### config.mk
export PLATFORM = sky130hd
export DESIGN_NAME = wildcard_token_pattern_matcher_flat
export DESIGN_NICKNAME = d
export VERILOG_FILES = /design/src/design/wtpm_pkg.sv /design/src/design/wtpm_if.sv /design/src/design/wtpm_cell.sv /design/src/design/wtpm_pattern.sv /design/src/design/wildcard_token_pattern_matcher.sv /design/src/flat_wrapper.sv
export SDC_FILE = /design/constraint.sdc
export NUM_CORES = 2
export LEC_CHECK = 0
export ABC_AREA = 1
export BUFFER_PORTS_ARGS = -buffer_cell sky130_fd_sc_hd__buf_2
export CAP_MARGIN = 20
export CORE_UTILIZATION = 55
export CTS_CLUSTER_DIAMETER = 200
export CTS_CLUSTER_SIZE = 8
export DETAILED_ROUTE_END_ITERATION = 8
export MAX_ROUTING_LAYER = met4
export PLACE_DENSITY = 0.77
export SLEW_MARGIN = 5
export SYNTH_ARGS = -nofsm -noshare
export SYNTH_HDL_FRONTEND = slang
export SYNTH_HIERARCHICAL = 1
export SYNTH_SLANG_ARGS = --single-unit
### constraint.sdc
create_clock -name clk_i -period 5.4 [get_ports clk_i]
set_clock_uncertainty 0.2 [all_clocks]
set_input_delay 0.81 -clock clk_i [delete_from_list [all_inputs] [get_ports clk_i]]
set_output_delay 0.81 -clock clk_i [all_outputs]
set_load 0.05 [all_outputs]
### src/design/wtpm_pkg.sv
`timescale 1ns / 1ps
`default_nettype none
package wtpm_pkg;

  localparam int MAX_PATTERN_DEF = 16;
  localparam int WORD_BITS_DEF   = 32;
  localparam int COUNT_BITS_DEF  = 16;

  localparam int REQ_TYPE_W = 2;
  localparam int PAT_IDX_W  = 4;
  localparam int PAT_IDX_N  = 1 << PAT_IDX_W;
  localparam int CFG_LEN_W  = 5;
  localparam int OUT_BITS   = 16;

  typedef enum logic [REQ_TYPE_W-1:0] {
    REQ_LOAD = 2'd0,
    REQ_TEXT = 2'd1,
    REQ_EOL  = 2'd2
  } req_e;

  typedef struct packed {
    logic ok;
    logic fixed;
  } cell_stat_t;

endpackage
`default_nettype wire

### src/design/wtpm_if.sv
`timescale 1ns / 1ps
`default_nettype none
interface wtpm_req_if
  import wtpm_pkg::*;
#(
  parameter int WORD_BITS = WORD_BITS_DEF
) ();
  logic                  valid;
  logic                  ready;
  logic [REQ_TYPE_W-1:0] req_type;
  logic [PAT_IDX_W-1:0]  pattern_index;
  logic [WORD_BITS-1:0]  token_value;
  logic                  token_wild;

  modport source (
    output valid, req_type, pattern_index, token_value, token_wild,
    input  ready
  );
  modport sink (
    input  valid, req_type, pattern_index, token_value, token_wild,
    output ready
  );
endinterface

interface wtpm_match_if
  import wtpm_pkg::*;
();
  logic                valid;
  logic                ready;
  logic [OUT_BITS-1:0] match_line;
  logic [OUT_BITS-1:0] match_word;

  modport source (
    output valid, match_line, match_word,
    input  ready
  );
  modport sink (
    input  valid, match_line, match_word,
    output ready
  );
endinterface
`default_nettype wire

### src/design/wtpm_cell.sv
`timescale 1ns / 1ps
`default_nettype none
module wtpm_cell
  import wtpm_pkg::*;
#(
  parameter int WORD_BITS  = WORD_BITS_DEF,
  parameter int COUNT_BITS = COUNT_BITS_DEF
) (
  input  wire logic                    clk_i,
  input  wire logic                    rst_ni,
  input  wire logic                    shift_i,
  input  wire logic [WORD_BITS-1:0]    word_i,
  input  wire logic [2*COUNT_BITS-1:0] place_i,
  input  wire logic [WORD_BITS-1:0]    pat_value_i,
  input  wire logic                    pat_wild_i,
  input  wire logic                    active_i,
  output logic      [WORD_BITS-1:0]    word_o,
  output logic      [2*COUNT_BITS-1:0] place_o,
  output cell_stat_t                   stat_o
);

  logic [WORD_BITS-1:0]    word_q;
  logic [2*COUNT_BITS-1:0] place_q;

  always_ff @(posedge clk_i or negedge rst_ni) begin
    if (!rst_ni) begin
      word_q  <= '0;
      place_q <= '0;
    end else if (shift_i) begin
      word_q  <= word_i;
      place_q <= place_i;
    end
  end

  always_comb begin
    stat_o.ok    = !active_i || pat_wild_i || (pat_value_i == word_q);
    stat_o.fixed = active_i && !pat_wild_i;
  end

  assign word_o  = word_q;
  assign place_o = place_q;

endmodule
`default_nettype wire

### src/design/wtpm_pattern.sv
`timescale 1ns / 1ps
`default_nettype none
module wtpm_pattern
  import wtpm_pkg::*;
#(
  parameter int MAX_PATTERN = MAX_PATTERN_DEF,
  parameter int WORD_BITS   = WORD_BITS_DEF,
  parameter int LEN_W       = $clog2(MAX_PATTERN_DEF + 1)
) (
  input  wire logic                 clk_i,
  input  wire logic                 we_i,
  input  wire logic [PAT_IDX_W-1:0] idx_i,
  input  wire logic [WORD_BITS-1:0] value_i,
  input  wire logic                 wild_i,
  input  wire logic [LEN_W-1:0]     len_i,
  output logic      [WORD_BITS-1:0] val_o  [MAX_PATTERN],
  output logic                      wild_o [MAX_PATTERN]
);

  localparam int PW = (MAX_PATTERN > 1) ? $clog2(MAX_PATTERN) : 1;

  logic [WORD_BITS-1:0] row_val_q  [MAX_PATTERN];
  logic                 row_wild_q [MAX_PATTERN];
  logic [PW-1:0]        slot;
  logic [PW-1:0]        row;
  logic [LEN_W-1:0]     shamt;
  logic [WORD_BITS-1:0] st_val  [LEN_W+1][MAX_PATTERN];
  logic                 st_wild [LEN_W+1][MAX_PATTERN];

  always_comb begin
    slot = '0;
    for (int v = 0; v < PAT_IDX_N; v++) begin
      if (idx_i == PAT_IDX_W'(v)) begin
        slot = PW'(v % MAX_PATTERN);
      end
    end
    row = PW'(MAX_PATTERN - 1) - slot;
  end

  // rows hold the pattern back to front
  always_ff @(posedge clk_i) begin
    if (we_i) begin
      row_val_q[row]  <= value_i;
      row_wild_q[row] <= wild_i;
    end
  end

  // align pattern word len-1-i onto cell i
  always_comb begin
    shamt = LEN_W'(MAX_PATTERN) - len_i;
    for (int i = 0; i < MAX_PATTERN; i++) begin
      st_val[0][i]  = row_val_q[i];
      st_wild[0][i] = row_wild_q[i];
    end
    for (int b = 0; b < LEN_W; b++) begin
      for (int i = 0; i < MAX_PATTERN; i++) begin
        if (!shamt[b]) begin
          st_val[b+1][i]  = st_val[b][i];
          st_wild[b+1][i] = st_wild[b][i];
        end else if (i + (1 << b) < MAX_PATTERN) begin
          st_val[b+1][i]  = st_val[b][i + (1 << b)];
          st_wild[b+1][i] = st_wild[b][i + (1 << b)];
        end else begin
          st_val[b+1][i]  = '0;
          st_wild[b+1][i] = 1'b0;
        end
      end
    end
    for (int i = 0; i < MAX_PATTERN; i++) begin
      val_o[i]  = st_val[LEN_W][i];
      wild_o[i] = st_wild[LEN_W][i];
    end
  end

endmodule
`default_nettype wire

### src/design/wildcard_token_pattern_matcher.sv
`timescale 1ns / 1ps
`default_nettype none
// Wildcard token pattern matcher. Load pattern words by index, set the pattern
// length through the configuration port while idle, then stream text words and
// end-of-line items; every completed match of a pattern with a non-wildcard
// word yields one item with the line and word number of its first word. The
// block takes one item per cycle: a text word shifts a row of window cells at
// its accept edge, all cells compare against the aligned pattern, and a hit
// lands in the output register once that register is free. Input ready drops
// only while a comparison waits for the output register to be taken.
module wildcard_token_pattern_matcher
  import wtpm_pkg::*;
#(
  parameter int MAX_PATTERN = MAX_PATTERN_DEF,
  parameter int WORD_BITS   = WORD_BITS_DEF,
  parameter int COUNT_BITS  = COUNT_BITS_DEF
) (
  input  wire logic                 clk_i,
  input  wire logic                 rst_ni,
  input  wire logic                 cfg_we_i,
  input  wire logic [CFG_LEN_W-1:0] cfg_wdata_i,
  wtpm_req_if.sink                  req_i,
  wtpm_match_if.source              match_o
);

  localparam int LEN_W   = $clog2(MAX_PATTERN + 1);
  localparam int PLACE_W = 2 * COUNT_BITS;

  logic [CFG_LEN_W-1:0]  cfg_len_q;
  logic [LEN_W-1:0]      len_eff;
  logic [LEN_W-1:0]      seen_q, seen_d;
  logic [COUNT_BITS-1:0] line_q, line_d;
  logic [COUNT_BITS-1:0] word_q, word_d;
  logic [COUNT_BITS-1:0] word_inc;
  logic                  eval_q, eval_d;
  logic                  out_valid_q, out_valid_d;
  logic [OUT_BITS-1:0]   out_line_q, out_word_q;
  logic                  out_free;
  logic                  eval_go;
  logic                  req_fire;
  logic                  text_fire;
  logic                  load_fire;
  logic                  eol_fire;
  logic                  hit;
  logic [PLACE_W-1:0]    first_place;

  logic [WORD_BITS-1:0]   win_word  [MAX_PATTERN];
  logic [PLACE_W-1:0]     win_place [MAX_PATTERN];
  logic [WORD_BITS-1:0]   pat_val   [MAX_PATTERN];
  logic                   pat_wild  [MAX_PATTERN];
  cell_stat_t             stat      [MAX_PATTERN];
  logic [MAX_PATTERN-1:0] cell_ok, cell_fixed, cell_active, cell_last;

  assign out_free    = !out_valid_q || match_o.ready;
  assign eval_go     = eval_q && out_free;
  assign req_i.ready = !eval_q || out_free;
  assign req_fire    = req_i.valid && req_i.ready;

  always_comb begin
    text_fire = 1'b0;
    load_fire = 1'b0;
    eol_fire  = 1'b0;
    case (req_i.req_type)
      REQ_LOAD: load_fire = req_fire;
      REQ_TEXT: text_fire = req_fire;
      REQ_EOL:  eol_fire  = req_fire;
      default:  ;
    endcase
  end

  always_comb begin
    if (32'(cfg_len_q) > 32'(MAX_PATTERN)) begin
      len_eff = LEN_W'(MAX_PATTERN);
    end else begin
      len_eff = LEN_W'(cfg_len_q);
    end
  end

  always_comb begin
    word_inc = (word_q == '1) ? word_q : word_q + COUNT_BITS'(1);
    line_d   = line_q;
    word_d   = word_q;
    seen_d   = seen_q;
    if (text_fire) begin
      word_d = word_inc;
      if (seen_q != LEN_W'(MAX_PATTERN)) begin
        seen_d = seen_q + LEN_W'(1);
      end
    end else if (eol_fire) begin
      word_d = '0;
      line_d = (line_q == '1) ? line_q : line_q + COUNT_BITS'(1);
    end
  end

  wtpm_pattern #(
    .MAX_PATTERN (MAX_PATTERN),
    .WORD_BITS   (WORD_BITS),
    .LEN_W       (LEN_W)
  ) u_pattern (
    .clk_i   (clk_i),
    .we_i    (load_fire),
    .idx_i   (req_i.pattern_index),
    .value_i (req_i.token_value),
    .wild_i  (req_i.token_wild),
    .len_i   (len_eff),
    .val_o   (pat_val),
    .wild_o  (pat_wild)
  );

  always_comb begin
    for (int i = 0; i < MAX_PATTERN; i++) begin
      cell_active[i] = LEN_W'(i) < len_eff;
      cell_last[i]   = LEN_W'(i + 1) == len_eff;
      cell_ok[i]     = stat[i].ok;
      cell_fixed[i]  = stat[i].fixed;
    end
  end

  for (genvar g = 0; g < MAX_PATTERN; g++) begin : g_cell
    logic [WORD_BITS-1:0] word_in;
    logic [PLACE_W-1:0]   place_in;

    if (g == 0) begin : g_head
      assign word_in  = req_i.token_value;
      assign place_in = {line_q, word_inc};
    end else begin : g_body
      assign word_in  = win_word[g-1];
      assign place_in = win_place[g-1];
    end

    wtpm_cell #(
      .WORD_BITS  (WORD_BITS),
      .COUNT_BITS (COUNT_BITS)
    ) u_cell (
      .clk_i       (clk_i),
      .rst_ni      (rst_ni),
      .shift_i     (text_fire),
      .word_i      (word_in),
      .place_i     (place_in),
      .pat_value_i (pat_val[g]),
      .pat_wild_i  (pat_wild[g]),
      .active_i    (cell_active[g]),
      .word_o      (win_word[g]),
      .place_o     (win_place[g]),
      .stat_o      (stat[g])
    );
  end

  always_comb begin
    first_place = '0;
    for (int i = 0; i < MAX_PATTERN; i++) begin
      if (cell_last[i]) begin
        first_place = first_place | win_place[i];
      end
    end
    hit = (len_eff != '0) && (seen_q >= len_eff) && (&cell_ok) && (|cell_fixed);
  end

  always_comb begin
    eval_d = eval_q;
    if (eval_go) begin
      eval_d = 1'b0;
    end
    if (text_fire) begin
      eval_d = 1'b1;
    end
    out_valid_d = out_valid_q;
    if (eval_go && hit) begin
      out_valid_d = 1'b1;
    end else if (match_o.ready) begin
      out_valid_d = 1'b0;
    end
  end

  always_ff @(posedge clk_i or negedge rst_ni) begin
    if (!rst_ni) begin
      cfg_len_q   <= CFG_LEN_W'(1);
      seen_q      <= '0;
      line_q      <= COUNT_BITS'(1);
      word_q      <= '0;
      eval_q      <= 1'b0;
      out_valid_q <= 1'b0;
    end else begin
      if (cfg_we_i) begin
        cfg_len_q <= cfg_wdata_i;
      end
      seen_q      <= seen_d;
      line_q      <= line_d;
      word_q      <= word_d;
      eval_q      <= eval_d;
      out_valid_q <= out_valid_d;
    end
  end

  always_ff @(posedge clk_i) begin
    if (eval_go && hit) begin
      out_line_q <= OUT_BITS'(first_place[PLACE_W-1:COUNT_BITS]);
      out_word_q <= OUT_BITS'(first_place[COUNT_BITS-1:0]);
    end
  end

  assign match_o.valid      = out_valid_q;
  assign match_o.match_line = out_line_q;
  assign match_o.match_word = out_word_q;

endmodule
`default_nettype wire

### src/flat_wrapper.sv
// flat-port wrapper written by rule: the top's interface ports become plain ports
module wildcard_token_pattern_matcher_flat import wtpm_pkg::*;
#(
  parameter int MAX_PATTERN = MAX_PATTERN_DEF,
  parameter int WORD_BITS   = WORD_BITS_DEF,
  parameter int COUNT_BITS  = COUNT_BITS_DEF
)
  (clk_i, rst_ni, cfg_we_i, cfg_wdata_i, req_i_valid, req_i_req_type, req_i_pattern_index, req_i_token_value, req_i_token_wild, req_i_ready, match_o_valid, match_o_match_line, match_o_match_word, match_o_ready);
  wtpm_req_if #(.WORD_BITS(WORD_BITS)) req_i_i ();
  wtpm_match_if match_o_i ();
  input  wire logic clk_i;
  input  wire logic rst_ni;
  input  wire logic cfg_we_i;
  input  wire logic [CFG_LEN_W-1:0] cfg_wdata_i;
  input wire logic [$bits(req_i_i.valid)-1:0] req_i_valid;
  input wire logic [$bits(req_i_i.req_type)-1:0] req_i_req_type;
  input wire logic [$bits(req_i_i.pattern_index)-1:0] req_i_pattern_index;
  input wire logic [$bits(req_i_i.token_value)-1:0] req_i_token_value;
  input wire logic [$bits(req_i_i.token_wild)-1:0] req_i_token_wild;
  output wire logic [$bits(req_i_i.ready)-1:0] req_i_ready;
  output wire logic [$bits(match_o_i.valid)-1:0] match_o_valid;
  output wire logic [$bits(match_o_i.match_line)-1:0] match_o_match_line;
  output wire logic [$bits(match_o_i.match_word)-1:0] match_o_match_word;
  input wire logic [$bits(match_o_i.ready)-1:0] match_o_ready;
  assign req_i_i.valid = req_i_valid;
  assign req_i_i.req_type = req_i_req_type;
  assign req_i_i.pattern_index = req_i_pattern_index;
  assign req_i_i.token_value = req_i_token_value;
  assign req_i_i.token_wild = req_i_token_wild;
  assign req_i_ready = req_i_i.ready;
  assign match_o_valid = match_o_i.valid;
  assign match_o_match_line = match_o_i.match_line;
  assign match_o_match_word = match_o_i.match_word;
  assign match_o_i.ready = match_o_ready;
  wildcard_token_pattern_matcher #(.MAX_PATTERN(MAX_PATTERN), .WORD_BITS(WORD_BITS), .COUNT_BITS(COUNT_BITS)) u_core (.clk_i(clk_i), .rst_ni(rst_ni), .cfg_we_i(cfg_we_i), .cfg_wdata_i(cfg_wdata_i), .req_i(req_i_i), .match_o(match_o_i));
endmodule
After elaboration in Yosys (flattened, before gate mapping)
Memory sizes are Yosys's and may differ from the RTL's.
Cells that the tools add are included.
{ "word_totals": {"regBits": 1100, "ramBits": 528, "inputBits": 49, "out_inout_bits": 34, "memories": 2} }
{ "classes": {"addsub": 5, "n_lt_le_gt_ge": 18, "n_eq_ne": 52, "muxes": 204, "bitwise": 17, "n_reduce_logical": 99} }
{ "mem_list": {"columns": ["memory", "words", "word_bits", "rd", "rd_ports_with_merged_regs", "wr", "line_no", "text"], "rows": [
  ["u_core.u_pattern.row_val_q", 16, 32, 16, 0, 1, "wtpm_pattern.sv:22", "logic [WORD_BITS-1:0] row_val_q [MAX_PATTERN];"],
  ["u_core.u_pattern.row_wild_q", 16, 1, 16, 0, 1, "wtpm_pattern.sv:23", "logic row_wild_q [MAX_PATTERN];"]
]} }
{ "ops": {"columns": ["op", "count"], "rows": [
  ["$mux 32", 96],
  ["$eq 32x32->1", 16],
  ["$or 32x32->32", 15],
  ["$mux 1", 90],
  ["$mux 4", 14],
  ["$mux 16", 3],
  ["$eq 4x5->1 const A", 8],
  ["$lt 4x5->1 const A", 8],
  ["$logic_not 1->1", 34],
  ["$logic_or 1x1->1", 34],
  ["$add 16x1->16 const B", 2],
  ["$eq 16x16->1 const B", 2],
  ["$eq 4x4->1 const B", 8],
  ["$logic_and 1x1->1", 22],
  ["$eq 3x5->1 const A", 4],
  ["$lt 3x5->1 const A", 4],
  ["$eq 4x3->1 const B", 4],
  ["$reduce_and 16->1", 1],
  ["$reduce_or 16->1", 1],
  ["$eq 2x5->1 const A", 2],
  ["$lt 1x5->1 const A", 2],
  ["$lt 2x5->1 const A", 2],
  ["$eq 4x2->1 const B", 2],
  ["$reduce_bool 2->1", 3],
  ["other kinds (17)", 18]
]} }

Logic depth before layout (Yosys ltp)
{ "depth": {"word_depth": 34, "mapped_depth": 35, "depth_no_buf": 26} }

Cells and area by module
The synthesis kept the hierarchy.
{ "modules_own_cells": {"columns": ["module", "instances", "cells_per_inst", "area_each_um2", "seq_area_each_um2"], "rows": [
  ["wtpm_cell", 16, 247, 3120.5, 1601.5],
  ["wtpm_pattern", 1, 5659, 37262.0, 15855.2],
  ["wildcard_token_pattern_matcher", 1, 1461, 8062.7, 2064.5]
]} }

Worst setup path after synthesis
OpenSTA, ideal clock, no wires.
{ "synth_path": {"path_kind": "register to register", "start": "reg u_core.cfg_len_q[4]", "end": "reg u_core.out_line_q[0] (netlist: u_core/match_o.match_line[0]), enable pin", "setup_time_ns": 0.387, "arrival_ns": 4.950, "required_time_ns": 4.813, "setup_slack_ns": -0.137, "path_stages_with_launch": 36, "n_path_buf": 9, "cell_sequence": "dfrtp_1 -> buf_2 -> inv_2 -> nand2_2 -> inv_1 -> buf_2 -> buf_1 -> buf_2 -> inv_2 -> clkbuf_1 -> clkbuf_1 -> ha_1 -> buf_2 -> inv_2 -> clkbuf_1 -> clkbuf_1 -> nand3_1 -> nand3_1 -> nand2_1 -> nand2_1 -> nand2_1 -> inv_1 -> nand2_1 -> nand2_1 -> nand2_1 -> nor2_1 -> nand2_1 -> nor2_1 -> nand2_1 -> nand2_1 -> nand2_1 -> nor2_1 -> nand4_1 -> nor2_1 -> nand4_1 -> inv_1"} }
{ "synth_rtl": {"columns": ["element", "line_no", "text"], "rows": [
  ["from (decl)", "wildcard_token_pattern_matcher.sv:29", "logic [CFG_LEN_W-1:0] cfg_len_q;"],
  ["from (signal assigned)", "wildcard_token_pattern_matcher.sv:185", "cfg_len_q <= cfg_wdata_i;"],
  ["to (signal assigned)", "wildcard_token_pattern_matcher.sv:197", "out_line_q <= OUT_BITS'(first_place[PLACE_W-1:COUNT_BITS]);"],
  ["to (decl)", "wildcard_token_pattern_matcher.sv:37", "logic [OUT_BITS-1:0] out_line_q, out_word_q;"]
]} }

==> impl_metrics.env <==
export IMPL_gp_congestion=0.9771
export IMPL_fp_dieW_um=418.2
export IMPL_finalSetupTns_ns=0
export IMPL_fin_crit_ns=5.281
export IMPL_synth_top_family_by_area="simple AND/OR/NAND/NOR gates"
export IMPL_synth_cell_type_count=36
export IMPL_p_leak_uw=0.04951
export IMPL_synth_cells=11072
export IMPL_p_per_area_mw_per_mm2=397.4
export IMPL_cts_tree="done"
export IMPL_synth_top_cell_by_area="dfrtp_1"
export IMPL_clk_latency_ns=0.89
export IMPL_die_height_um=418.2
export IMPL_hold_path_class="in -> reg"
export IMPL_worstSetupEndpointType="register"
export IMPL_max_freq_mhz=189.4
export IMPL_status="finished clean"
export IMPL_vdd_drop_max_mv=0.3095
export IMPL_synthXorXnorAreaFrac_pct=3.612
export IMPL_nFillCells=14374
export IMPL_portBuffers=82
export IMPL_ios=83
export IMPL_num_rows=152
export IMPL_drive_gt1_share_pct=13.93
export IMPL_power_frac_comb_pct=30.7
export IMPL_htree_num_levels=4
export IMPL_synth_ff_type="dfrtp_1"
export IMPL_syn_area_mm2=0.09525
export IMPL_wl_per_cell_um=21.11
export IMPL_totalWireLength_um=285200
export IMPL_finalCritPeriodShare_pct=97.79
export IMPL_overflow=0
export IMPL_clkSinkCount=1628
export IMPL_switching_power_uw=14730
export IMPL_slew_viol_final=0
export IMPL_ant_nets=0
export IMPL_synth_compound_area_share_pct=1.650
export IMPL_drc=0
export IMPL_cp_start_kind="register"
export IMPL_total_power_uw=41690
export IMPL_internal_power_uw=26950
export IMPL_synthSimpleGateAreaFrac_pct=29.27
export IMPL_synthAdderAreaFrac_pct=0.1314
export IMPL_syn_mean_instance_area_um2=8.603
export IMPL_grt_max_degree=176
export IMPL_place_inst=13111
export IMPL_hold_viol_final=0
export IMPL_final_util_pct=61.08
export IMPL_clock_power_share_pct=31.6
export IMPL_dr_pass1_iters=9
export IMPL_tightest_slew_ns=1.242
export IMPL_slew_headroom_pct=17.17
export IMPL_ys_ff_latch=1628
export IMPL_worstSetupPathType="reg -> reg"
export IMPL_synth_edf_count=560
export IMPL_antenna_found_initial=22
export IMPL_crit_fanout=46
export IMPL_syn_to_final_growth_pct=10.12
export IMPL_max_cap_violations=0
export IMPL_clockBufferDepth=3
export IMPL_ys_seq_area_share_pct=45.71
export IMPL_num_vias=78835
export IMPL_finalSetupViolCount=0
export IMPL_place_hpwl_um=186300
export IMPL_ys_warn_count=6
export IMPL_clk_pin_slew_ns=0.05
export IMPL_grt_pass1_vias=75114
export IMPL_grt_usage_pct=33.04
export IMPL_arrival_ns=5.66
export IMPL_first_iter_violations=9059
export IMPL_sw_frac_of_total_pct=35.35
export IMPL_multi_input_area_mm2=0.04641
export IMPL_die_area_mm2=0.1749
export IMPL_clockRootBuffer="clkbuf_16"
export IMPL_pwr_share_seq_pct=37.7
export IMPL_final_cell_mix="nand2_1, nand3_1, dfrtp_1"
export IMPL_layout_commonest_cell="nand2_1"
export IMPL_async_flop_share_pct=65.60
export IMPL_cts_buffers=221
export IMPL_initial_core_util_pct=55.46
export IMPL_crit_required_ns=5.78
export IMPL_seq_area_mm2=0.04355
export IMPL_synthTopCellsByArea="dfrtp_1, edfxtp_1, nand2_1, mux2_4, nand3_1"
export IMPL_vias_per_cell=5.836
export IMPL_grt_pass1_wl_um=436200
export IMPL_synth_top_cell_area_share_pct=28.01
export IMPL_layout_cells_non_filler=13508
export IMPL_synth_nets=11131
export IMPL_muxShareOfSynthArea_pct=13.69
export IMPL_core_area_mm2=0.1717
export IMPL_nets=11097
flip-flops by register name, summed over array words and instances (netlist names), 5 cells and up:
| name | flops |
|---|---|
| u_core/cfg_len_q | 5 |
| u_core/g_cell.u_cell/place_o | 512 |
| u_core/g_cell.u_cell/word_o | 512 |
| u_core/line_q | 16 |
| u_core/match_o.match_line | 16 |
| u_core/match_o.match_word | 16 |
| u_core/seen_q | 5 |
| u_core/u_pattern/row_val_q | 512 |
| u_core/u_pattern/row_wild_q | 16 |
| u_core/word_q | 16 |
metrics by stage:
stage | hold slack, ns | instance area [µm²] | setup slack [ns]
floorplan | 0.2689 | 95260 | 0.09762
global placement | 0.2824 | 97970 | -0.2340
detailed placement | 0.2924 | 98010 | -0.2060
CTS | 0.008168 | 104600 | 0.01432
global route | 0.04835 | 104900 | -0.02972
finish | 0.05626 | 104900 | 0.1194
kinds of logic after synthesis:
family / after synthesis
DFF: 1628
muxes: 881
adders and majority gates: 10
buffers and inverters: 1055
and+or+nand+nor: 6794
AOI/OAI and AO/OA: 312
xor gates and xnor gates: 392
area by class of cell:
| cell class | instances | area share (%) |
|---|---|---|
| sequential | 1628 | 41.52 |
| inverter | 430 | 1.579 |
| clock inverter | 14 | 0.3781 |
| clock buffer | 354 | 5.789 |
| timing repair buffer | 368 | 3.699 |
| multi-input combinational | 8389 | 44.25 |
| antenna | 15 | 0.03579 |
| tap | 2310 | 2.755 |
critical path, stage by stage, from the launching register on:
cell	delay, ns
dfrtp_2	0.43
inv_2	0.09
buf_4	0.18
a31oi_1	0.15
nor2_1	0.09
nor2_1	0.16
nand2_1	0.08
nand2_1	0.12
nand2_1	0.15
nor2_4	0.20
buf_12	0.27
buf_4	0.28
nand3_1	0.15
nand2_1	0.11
xnor2_1	0.14
nand2_1	0.12
nor2_1	0.36
nand2_1	0.31
nor2_1	0.17
nand2_1	0.06
nand2_1	0.06
nand2_1	0.05
nor2_1	0.13
nand3b_1	0.11
nor2_1	0.18
nand4_1	0.22
clkinvlp_4	0.20
buf_12	0.19
cell usage after synthesis (all sizes together), types with 3 or more instances:
master  count
nand3    1582
a21oi     136
ha         10
and2        3
edfxtp    560
o21ai     173
nand4      83
xnor2     374
dfrtp    1066
nor3      108
inv       419
xor2       18
nor2      535
clkinv     11
mux2      881
nand2    4481
clkbuf    353
buf       272
path summary, 6_finish.rpt:
check	startpoint	endpoint	slack [ns]	cells past startpoint
max	u_core/cfg_len_q[4]	u_core/match_o.match_word[12]	0.12	27
min	cfg_wdata_i[4]	u_core/cfg_len_q[4]	0.06	3
max reg2reg	u_core/cfg_len_q[4]	u_core/match_o.match_word[12]	0.12	27
min reg2reg	u_core/g_cell[12].u_cell/word_o[4]	u_core/g_cell[13].u_cell/word_o[4]	0.30	2
max in group asynchronous	rst_ni	u_core/g_cell[0].u_cell/word_o[24]	3.06	3
min in group asynchronous	rst_ni	u_core/g_cell[4].u_cell/word_o[20]	0.36	2
power by group through the flow:
stage / clock network, µW / logic [µW] / registers (µW)
6_report: 13200 / 12800 / 15700
5_1_grt: 13800 / 13900 / 15900
4_1_cts: 13300 / 12400 / 15700
3_5_place_dp: 0 / 12300 / 15900
3_3_place_gp: 0 / 12100 / 15800
2_1_floorplan: 0 / 8770 / 15400
what timing repair did:
| action | in CTS | in global routing |
|---|---|---|
| endpoints found under the setup margin | 32 | 32 |
| hold buffers | 3 | 0 |
| cloned | 1 | 4 |
| hold endpoints to repair | 50 | 0 |
| pin swaps | 0 | 2 |
| resized for setup | 7 | 27 |
| setup buffers | 0 | 5 |
per-layer routing:
layer  GRT usage (%)  up-vias  routed length (µm)
li1                -    36137                   -
met1           44.41    38071              118000
met2           49.46     3884              128000
met3           5.818      743               26450
met4           13.69        0               12720
met5               -        -                   0
No activity file was read; power rests on OpenSTA's default activity.
